===== src/sv/plm_pkg.sv =====
// Package of the positional linked list manager: sizes, codes, state and memory request types.
// Depends on nothing; used by the controller, the top level and the checker.
`default_nettype none

package plm_pkg;

	localparam int CAPACITY = 32;
	localparam int ADDR_W   = $clog2(CAPACITY);
	localparam int LINK_W   = $clog2(CAPACITY + 1);
	localparam int CNT_W    = LINK_W;
	localparam int DATA_W   = 32;

	localparam logic [LINK_W-1:0] NIL = LINK_W'(CAPACITY);

	typedef enum logic [2:0] {
		REQ_PUSH_FRONT,
		REQ_PUSH_BACK,
		REQ_INSERT,
		REQ_POP_FRONT,
		REQ_POP_BACK,
		REQ_ERASE,
		REQ_TRAVERSE,
		REQ_NONE
	} req_t;

	typedef enum logic [1:0] {
		STAT_OK,
		STAT_RANGE,
		STAT_FULL,
		STAT_EMPTY
	} status_t;

	typedef enum logic [3:0] {
		S_CLEAR,
		S_IDLE,
		S_TAKE,
		S_GRAB,
		S_WSTART,
		S_WSTEP,
		S_INS_B,
		S_DEL_RD,
		S_DEL_A,
		S_DEL_B,
		S_REPLY,
		S_TSTART,
		S_TEMIT
	} state_t;

	typedef struct packed {
		logic              link_we;
		logic [ADDR_W-1:0] link_waddr;
		logic [LINK_W-1:0] link_wdata;
		logic              val_we;
		logic [ADDR_W-1:0] val_waddr;
		logic [DATA_W-1:0] val_wdata;
		logic [ADDR_W-1:0] raddr;
	} mem_req_t;

endpackage

`default_nettype wire


===== src/sv/plm_ram.sv =====
// Generic single write port, single read port RAM with a registered read (read-first).
// Depends on nothing.
`default_nettype none

module plm_ram #(
	parameter int WIDTH = 32,
	parameter int DEPTH = 32
) (
	input  wire logic                     clk,
	input  wire logic                     we,
	input  wire logic [$clog2(DEPTH)-1:0] waddr,
	input  wire logic [WIDTH-1:0]         wdata,
	input  wire logic [$clog2(DEPTH)-1:0] raddr,
	output logic      [WIDTH-1:0]         rdata
);

	logic [WIDTH-1:0] mem [DEPTH];

	always_ff @(posedge clk) begin
		if (we) begin
			mem[waddr] <= wdata;
		end
		rdata <= mem[raddr];
	end

endmodule

`default_nettype wire


===== src/sv/plm_ctrl.sv =====
// Controller of the positional linked list manager: request decode, link walker and results.
// Depends on plm_pkg; drives the link and value memories through a mem_req_t.
`default_nettype none

module plm_ctrl import plm_pkg::*; (
	input  wire logic                     clk,
	input  wire logic                     arst_n,
	input  wire logic                     start,
	input  wire logic [2:0]               req_type,
	input  wire logic [6:0]               position,
	input  wire logic signed [DATA_W-1:0] value,
	input  wire logic [LINK_W-1:0]        link_rdata,
	input  wire logic [DATA_W-1:0]        val_rdata,
	output logic                          busy,
	output mem_req_t                      mem,
	output logic                          result_valid,
	output logic [1:0]                    status,
	output logic                          element_valid,
	output logic signed [DATA_W-1:0]      element_value,
	output logic [6:0]                    element_count,
	output logic                          last
);

	state_t            state_q, state_d;
	logic [ADDR_W-1:0] clr_q;
	logic [LINK_W-1:0] head_q, free_q;
	logic [CNT_W-1:0]  count_q;
	logic [CNT_W-1:0]  rem_q;
	logic [LINK_W-1:0] addr_q, new_q, prev_q, gone_q;
	logic [DATA_W-1:0] val_q;
	logic              ins_q, front_q;
	status_t           stat_q;

	logic              rv_q, oev_q, olast_q;
	status_t           ost_q;
	logic [DATA_W-1:0] oval_q;
	logic [6:0]        ocnt_q;

	logic [7:0]        pos8, cnt8, d_k;
	logic              full, empty, accept;
	state_t            d_goto;
	status_t           d_stat;
	logic              d_ins;

	logic              emit, e_ev, e_last;
	status_t           e_stat;
	logic [DATA_W-1:0] e_val;

	assign pos8   = {1'b0, position};
	assign cnt8   = 8'(count_q);
	assign full   = (count_q == CNT_W'(CAPACITY));
	assign empty  = (count_q == '0);
	assign busy   = (state_q != S_IDLE);
	assign accept = start && !busy;

	always_comb begin
		d_goto = S_REPLY;
		d_stat = STAT_OK;
		d_ins  = 1'b0;
		d_k    = 8'd1;
		case (req_t'(req_type))
			REQ_PUSH_FRONT, REQ_PUSH_BACK: begin
				if (full) begin
					d_stat = STAT_FULL;
				end else begin
					d_goto = S_TAKE;
					d_ins  = 1'b1;
					d_k    = (req_t'(req_type) == REQ_PUSH_FRONT) ? 8'd1 : cnt8 + 8'd1;
				end
			end
			REQ_INSERT: begin
				if (pos8 == 8'd0 || pos8 > cnt8 + 8'd1) begin
					d_stat = STAT_RANGE;
				end else if (full) begin
					d_stat = STAT_FULL;
				end else begin
					d_goto = S_TAKE;
					d_ins  = 1'b1;
					d_k    = pos8;
				end
			end
			REQ_POP_FRONT, REQ_POP_BACK: begin
				if (empty) begin
					d_stat = STAT_EMPTY;
				end else begin
					d_k    = (req_t'(req_type) == REQ_POP_FRONT) ? 8'd1 : cnt8;
					d_goto = (d_k == 8'd1) ? S_DEL_RD : S_WSTART;
				end
			end
			REQ_ERASE: begin
				if (pos8 == 8'd0 || pos8 > cnt8) begin
					d_stat = STAT_RANGE;
				end else begin
					d_k    = pos8;
					d_goto = (d_k == 8'd1) ? S_DEL_RD : S_WSTART;
				end
			end
			REQ_TRAVERSE: begin
				if (!empty) begin
					d_goto = S_TSTART;
				end
			end
			default: begin
			end
		endcase
	end

	always_comb begin
		state_d = state_q;
		case (state_q)
			S_CLEAR: begin
				if (clr_q == ADDR_W'(CAPACITY - 1)) begin
					state_d = S_IDLE;
				end
			end
			S_IDLE: begin
				if (start) begin
					state_d = d_goto;
				end
			end
			S_TAKE:   state_d = S_GRAB;
			S_GRAB:   state_d = front_q ? S_REPLY : S_WSTART;
			S_WSTART: state_d = S_WSTEP;
			S_WSTEP: begin
				if (rem_q == '0) begin
					state_d = ins_q ? S_INS_B : S_DEL_RD;
				end
			end
			S_INS_B:  state_d = S_REPLY;
			S_DEL_RD: state_d = S_DEL_A;
			S_DEL_A:  state_d = S_DEL_B;
			S_DEL_B:  state_d = S_REPLY;
			S_REPLY:  state_d = S_IDLE;
			S_TSTART: state_d = S_TEMIT;
			S_TEMIT: begin
				if (rem_q == '0) begin
					state_d = S_IDLE;
				end
			end
			default:  state_d = S_IDLE;
		endcase
	end

	always_comb begin
		mem    = '0;
		emit   = 1'b0;
		e_stat = STAT_OK;
		e_ev   = 1'b0;
		e_val  = '0;
		e_last = 1'b1;
		case (state_q)
			S_CLEAR: begin
				mem.link_we    = 1'b1;
				mem.link_waddr = clr_q;
				mem.link_wdata = LINK_W'(clr_q) + LINK_W'(1);
			end
			S_TAKE: begin
				mem.raddr     = free_q[ADDR_W-1:0];
				mem.val_we    = 1'b1;
				mem.val_waddr = free_q[ADDR_W-1:0];
				mem.val_wdata = val_q;
			end
			S_GRAB: begin
				if (front_q) begin
					mem.link_we    = 1'b1;
					mem.link_waddr = free_q[ADDR_W-1:0];
					mem.link_wdata = head_q;
				end
			end
			S_WSTART, S_TSTART: begin
				mem.raddr = head_q[ADDR_W-1:0];
			end
			S_WSTEP: begin
				if (rem_q != '0) begin
					mem.raddr = link_rdata[ADDR_W-1:0];
				end else if (ins_q) begin
					mem.link_we    = 1'b1;
					mem.link_waddr = new_q[ADDR_W-1:0];
					mem.link_wdata = link_rdata;
				end
			end
			S_INS_B: begin
				mem.link_we    = 1'b1;
				mem.link_waddr = prev_q[ADDR_W-1:0];
				mem.link_wdata = new_q;
			end
			S_DEL_RD: begin
				mem.raddr = gone_q[ADDR_W-1:0];
			end
			S_DEL_A: begin
				if (!front_q) begin
					mem.link_we    = 1'b1;
					mem.link_waddr = prev_q[ADDR_W-1:0];
					mem.link_wdata = link_rdata;
				end
			end
			S_DEL_B: begin
				mem.link_we    = 1'b1;
				mem.link_waddr = gone_q[ADDR_W-1:0];
				mem.link_wdata = free_q;
			end
			S_REPLY: begin
				emit   = 1'b1;
				e_stat = stat_q;
			end
			S_TEMIT: begin
				mem.raddr = link_rdata[ADDR_W-1:0];
				emit      = 1'b1;
				e_ev      = 1'b1;
				e_val     = val_rdata;
				e_last    = (rem_q == '0);
			end
			default: begin
			end
		endcase
	end

	always_ff @(posedge clk or negedge arst_n) begin
		if (!arst_n) begin
			state_q <= S_CLEAR;
			clr_q   <= '0;
			head_q  <= NIL;
			free_q  <= '0;
			count_q <= '0;
			rv_q    <= 1'b0;
		end else begin
			state_q <= state_d;
			rv_q    <= emit;
			case (state_q)
				S_CLEAR: clr_q <= clr_q + ADDR_W'(1);
				S_IDLE: begin
					if (accept && d_goto != S_REPLY && d_goto != S_TSTART) begin
						count_q <= d_ins ? count_q + CNT_W'(1) : count_q - CNT_W'(1);
					end
				end
				S_GRAB: begin
					free_q <= link_rdata;
					if (front_q) begin
						head_q <= free_q;
					end
				end
				S_DEL_A: begin
					if (front_q) begin
						head_q <= link_rdata;
					end
				end
				S_DEL_B: free_q <= gone_q;
				default: begin
				end
			endcase
		end
	end

	always_ff @(posedge clk) begin
		case (state_q)
			S_IDLE: begin
				if (accept) begin
					val_q   <= value;
					stat_q  <= d_stat;
					ins_q   <= d_ins;
					front_q <= (d_k == 8'd1);
					gone_q  <= head_q;
					rem_q   <= (d_goto == S_TSTART) ? count_q - CNT_W'(1) : CNT_W'(d_k - 8'd2);
				end
			end
			S_GRAB:   new_q <= free_q;
			S_WSTART: addr_q <= head_q;
			S_WSTEP: begin
				if (rem_q != '0) begin
					addr_q <= link_rdata;
					rem_q  <= rem_q - CNT_W'(1);
				end else begin
					prev_q <= addr_q;
					if (!ins_q) begin
						gone_q <= link_rdata;
					end
				end
			end
			S_TEMIT:  rem_q <= rem_q - CNT_W'(1);
			default: begin
			end
		endcase
		if (emit) begin
			ost_q   <= e_stat;
			oev_q   <= e_ev;
			oval_q  <= e_val;
			ocnt_q  <= 7'(count_q);
			olast_q <= e_last;
		end
	end

	assign result_valid  = rv_q;
	assign status        = ost_q;
	assign element_valid = oev_q;
	assign element_value = oval_q;
	assign element_count = ocnt_q;
	assign last          = olast_q;

endmodule

`default_nettype wire


===== src/sv/positional_linked_list_manager.sv =====
// Top level: link and value memories (plm_ram) around the controller (plm_ctrl); uses plm_pkg.
// A rejected request goes straight to the reply; a push or insert takes a free cell and, past the
// front, walks the links to position k (a back push has k = count+1), as an erase or pop does.
// Traverse reads the head in S_TSTART, then shows one element per cycle. Busy falls as the final
// result is shown, so one request is in flight at a time.
// After reset the link memory is chained into the free list with busy high.
`default_nettype none

module positional_linked_list_manager import plm_pkg::*; (
	input  wire logic                     clk,
	input  wire logic                     arst_n,
	input  wire logic                     start,
	output logic                          busy,
	input  wire logic [2:0]               req_type,
	input  wire logic [6:0]               position,
	input  wire logic signed [DATA_W-1:0] value,
	output logic                          result_valid,
	output logic [1:0]                    status,
	output logic                          element_valid,
	output logic signed [DATA_W-1:0]      element_value,
	output logic [6:0]                    element_count,
	output logic                          last
);

	mem_req_t          mem;
	logic [LINK_W-1:0] link_rdata;
	logic [DATA_W-1:0] val_rdata;

	plm_ram #(
		.WIDTH(LINK_W),
		.DEPTH(CAPACITY)
	) u_link_ram (
		.clk   (clk),
		.we    (mem.link_we),
		.waddr (mem.link_waddr),
		.wdata (mem.link_wdata),
		.raddr (mem.raddr),
		.rdata (link_rdata)
	);

	plm_ram #(
		.WIDTH(DATA_W),
		.DEPTH(CAPACITY)
	) u_val_ram (
		.clk   (clk),
		.we    (mem.val_we),
		.waddr (mem.val_waddr),
		.wdata (mem.val_wdata),
		.raddr (mem.raddr),
		.rdata (val_rdata)
	);

	plm_ctrl u_ctrl (
		.clk           (clk),
		.arst_n        (arst_n),
		.start         (start),
		.req_type      (req_type),
		.position      (position),
		.value         (value),
		.link_rdata    (link_rdata),
		.val_rdata     (val_rdata),
		.busy          (busy),
		.mem           (mem),
		.result_valid  (result_valid),
		.status        (status),
		.element_valid (element_valid),
		.element_value (element_value),
		.element_count (element_count),
		.last          (last)
	);

endmodule

`default_nettype wire


===== config.mk =====
export PLATFORM = sky130hd
export DESIGN_NAME = positional_linked_list_manager
export DESIGN_NICKNAME = d
export VERILOG_FILES = /design/src/sv/plm_pkg.sv /design/src/sv/plm_ram.sv /design/src/sv/plm_ctrl.sv /design/src/sv/positional_linked_list_manager.sv
export SDC_FILE = /design/constraint.sdc
export NUM_CORES = 2
export LEC_CHECK = 0
export BUFFER_PORTS_ARGS = -buffer_cell sky130_fd_sc_hd__buf_2
export CAP_MARGIN = 20
export CORE_UTILIZATION = 50
export DETAILED_ROUTE_END_ITERATION = 7
export PLACE_DENSITY = 0.68
export SETUP_SLACK_MARGIN = 0.02
export SYNTH_ARGS = -nofsm -noshare
export SYNTH_HDL_FRONTEND = slang
export SYNTH_SLANG_ARGS = --single-unit

===== constraint.sdc =====
create_clock -name clk -period 4.65 [get_ports clk]
set_input_delay 0.2325 -clock clk [delete_from_list [all_inputs] [get_ports clk]]
set_output_delay 0.2325 -clock clk [all_outputs]
set_load 0.02 [all_outputs]

==> metrics.csv <==
stage;metric;value;unit
power;Max IR drop VDD;449;uV
cts;Clock Path Buffers;3;
cts;CTS tree;yes;
setup_path;Crit path arrival time;4.48;ns
power;sequential power share;0.428;
synthesis;ys flop type;edfxtp_1;
layout;FILL cells;7488;
setup_path;WP data required;5.14;ns
setup_path;CP Launch Type;flop;
detailed_routing;Wirelength per Cell;29.2;microns
setup_path;Worst Reg-to-Reg Cells;14;
placement;worst slack, placed;0.725;ns
run_status;status;finished clean;
placement;RD Place Congestion;0.893;
synthesis;asr flop ratio synth;0.0192;
detailed_routing;final wirelength;130;mm
layout;layout cells sized above 1;0.244;
synthesis;YS warnings;0;
grt;gr usage total;0.243;
sta;Setup violations, final;0;
grt;total gr overflow;0;
cts;Num CTS Buffers;137;
synthesis;register area share after synthesis;0.758;
placement;DP Area;55800;sq um
detailed_routing;via/cell ratio;6.25;
synthesis;Synth Area per Inst;19.4;sq um
layout;Nets;2998;
synthesis;Yosys top cell area share;0.732;
detailed_routing;DRT Pass-1 Iters;7;
cts;CTS root buffer;clkbuf_16;
synthesis;Synth Instances;2721;
sta;Max Slew Vio Count;0;
power;Pint;24700;uW
sta;final worst path period need;3.99;ns
die;chip width;327;microns
grt;vias in the first global route;27900;
sta;unrepaired setup endpoints after global routing;no;
synthesis;Synth area leaders;edfxtp_1 73%, mux4_2 9.5%, mux2_2 1.6%, dfxtp_1 1.4%, dfrtp_1 1.2%;
placement;post-DP HPWL;73.1;mm
sta;Tcrit/Tclk final;0.858;
sta;Worst-Margin Slew;1.12;ns
synthesis;Synth area leader;edfxtp_1;
cts;H-tree levels;4;
die;IO Pins;90;
job;max-cap violation count;0;
layout;final instance area;60900;sq um
power;Switch Pwr;10500;uW
placement;Buffers on Ports;88;
synthesis;count of cell types in the netlist;75;
cts;Worst-Skew Late Latency;0.76;ns
grt;largest net degree at the start of global routing;98;
synthesis;Mapped Area;52800;sq um
layout;ANT cells;0;
grt;first-pass GRT wire length;188;mm
synthesis;top-count cell post-synth;edfxtp_1;
power;Clock Power Share;0.314;
cts;postcts setup bufs;0;
detailed_routing;via count;27700;
sta;relative slew slack;0.256;
die;Die Area;107000;sq um
setup_path;R2R Path Start;u_ctrl.count_q[0];
grt;initial antenna violation count;2;
sta;Setup TNS;0;ns
setup_path;worst setup path category;reg2reg;
cts;clk slew on worst S/H paths;0.06;ns
power;Switching Share;0.299;
synthesis;Post-synth EDFFs;1288;
detailed_routing;initial DRC count;2947;
setup_path;crit path launch;u_ctrl.count_q[0];
die;Core Rows;118;
sta;max frequency;251;MHz
power;Gate power share;0.259;
detailed_routing;Antenna Violating Nets Remaining;0;
synthesis;post-synthesis sequential element count;1351;
worst_hold_path;worst hold-check path type;in2async;
die;die height;327;microns
layout;synth-to-layout area growth;15.2;%
sta;final worst setup slack;0.658;ns
synthesis;Synthesized Nets;2784;
sta;Setup Skew;0.0337;ns
synthesis;Post-synth top cells;1288 x edfxtp_1, 222 x mux4_2, 115 x nor2_1;
power;PD cells;578;nW/um^2
die;initial core utilization;0.508;
setup_path;Critical Path Fanout Max;10;
sta;Hold Fails Final Rpt;0;
power;Pleak;0.0202;uW
detailed_routing;# DRC;0;
cts;clk sinks;1351;
setup_path;CP Capture Type;flop;
die;core area;104000;sq um
through the flow:
step	instances	hold WS, ns	power (uW)	utilization
CTS	4424	0.0484	35300	0.583
floorplan	2721	-0.0631	21400	-
global placement	4133	0.288	24100	0.536
finish	4432	0.0522	35200	0.585
global route	4432	0.0862	36500	0.585
detailed placement	4134	0.307	24300	0.536
timing repair:
action,in CTS,in global routing
endpoints found under the hold margin,59,0
gates resized for setup,0,0
hold buffers,34,0
flip-flops by register name (all words and copies together) (netlist names), 6 cells and up:
| register | count |
|---|---|
| u_ctrl.val_q | 32 |
| u_val_ram.mem | 1024 |
| u_link_ram.mem | 160 |
| u_val_ram.rdata | 32 |
| u_ctrl.count_q | 6 |
| u_ctrl.element_count | 6 |
| u_ctrl.element_value | 32 |
| u_ctrl.rem_q | 6 |
cell families (layout without fill, tap and decap cells):
| group | count (synthesis) | after routing | synth area share |
|---|---|---|---|
| xor gates and xnor gates | 23 | 23 | 0.00407 |
| DFF | 1351 | 1351 | 0.758 |
| and+or+nand+nor | 464 | 464 | 0.0455 |
| buffers and inverters | 165 | 496 | 0.0151 |
| other | 1 | 1 | 0.0000710 |
| adders and majority gates | 18 | 18 | 0.00426 |
| AOI/OAI and AO/OA | 359 | 359 | 0.0538 |
| muxes | 340 | 340 | 0.119 |
layout make-up:
cell class,instances,area [sq um],area share
repair buffers,222,2170,0.0357
inverters,18,67.6,0.00111
multi-input cells,1205,12300,0.202
clock buffers,191,3810,0.0627
clock inverters,65,736,0.0121
well taps,1380,1730,0.0284
flip-flops and latches,1351,40100,0.658
cell usage in the layout (no fill, tap or decap), drive strengths merged, types with 42 or more instances in the layout:
cell type / Yosys / layout
buf: 78 / 187
mux4: 222 / 222
nor2b: 47 / 47
mux2: 76 / 76
a22oi: 46 / 46
and3: 45 / 45
o22ai: 46 / 46
a221oi: 49 / 49
clkbuf: 69 / 192
edfxtp: 1288 / 1288
clkinv: 1 / 43
nor2: 115 / 115
nand2: 79 / 79
mux2i: 42 / 42
nand3: 61 / 61
power by group through the flow:
stage | Combinational [uW] | Sequential [uW] | Clock [uW]
after floorplan | 6470 | 15000 | 0
after global placement | 8810 | 15300 | 0
after detailed placement | 9030 | 15300 | 0
after CTS | 9090 | 15100 | 11200
after global routing | 9750 | 15100 | 11700
final | 9110 | 15100 | 11000
routing by layer:
metal | wire length (microns) | up-vias | GRT usage
li1 | - | 11700 | -
met1 | 51900 | 14500 | 0.338
met2 | 63600 | 1240 | 0.394
met3 | 10500 | 224 | 0.0438
met4 | 3630 | 2 | 0.0767
met5 | 46 | - | 0
final timing paths:
kind | end | slack [ns]
max | u_ctrl.rem_q[5] | 0.66
min | u_ctrl.count_q[3] | 0.05
max reg2reg | u_ctrl.rem_q[5] | 0.66
min reg2reg | u_ctrl.prev_q[1] | 0.42
max in group asynchronous | u_ctrl.clr_q[3] | 4.11
min in group clk | u_ctrl.rem_q[4] | 0.10
worst max-delay path, cell delays in order (launching register included):
cell,delay [ns]
dfrtp_1,0.57
ha_1,0.31
and3_1,0.37
nand3_1,0.12
ha_1,0.36
nand2_1,0.07
o221a_2,0.27
o2bb2ai_1,0.18
a21bo_2,0.30
a21oi_1,0.22
ha_1,0.30
nand4_1,0.11
o2bb2ai_1,0.17
a221oi_1,0.27
a21oi_1,0.10
Power figures use the tool's default switching activity.
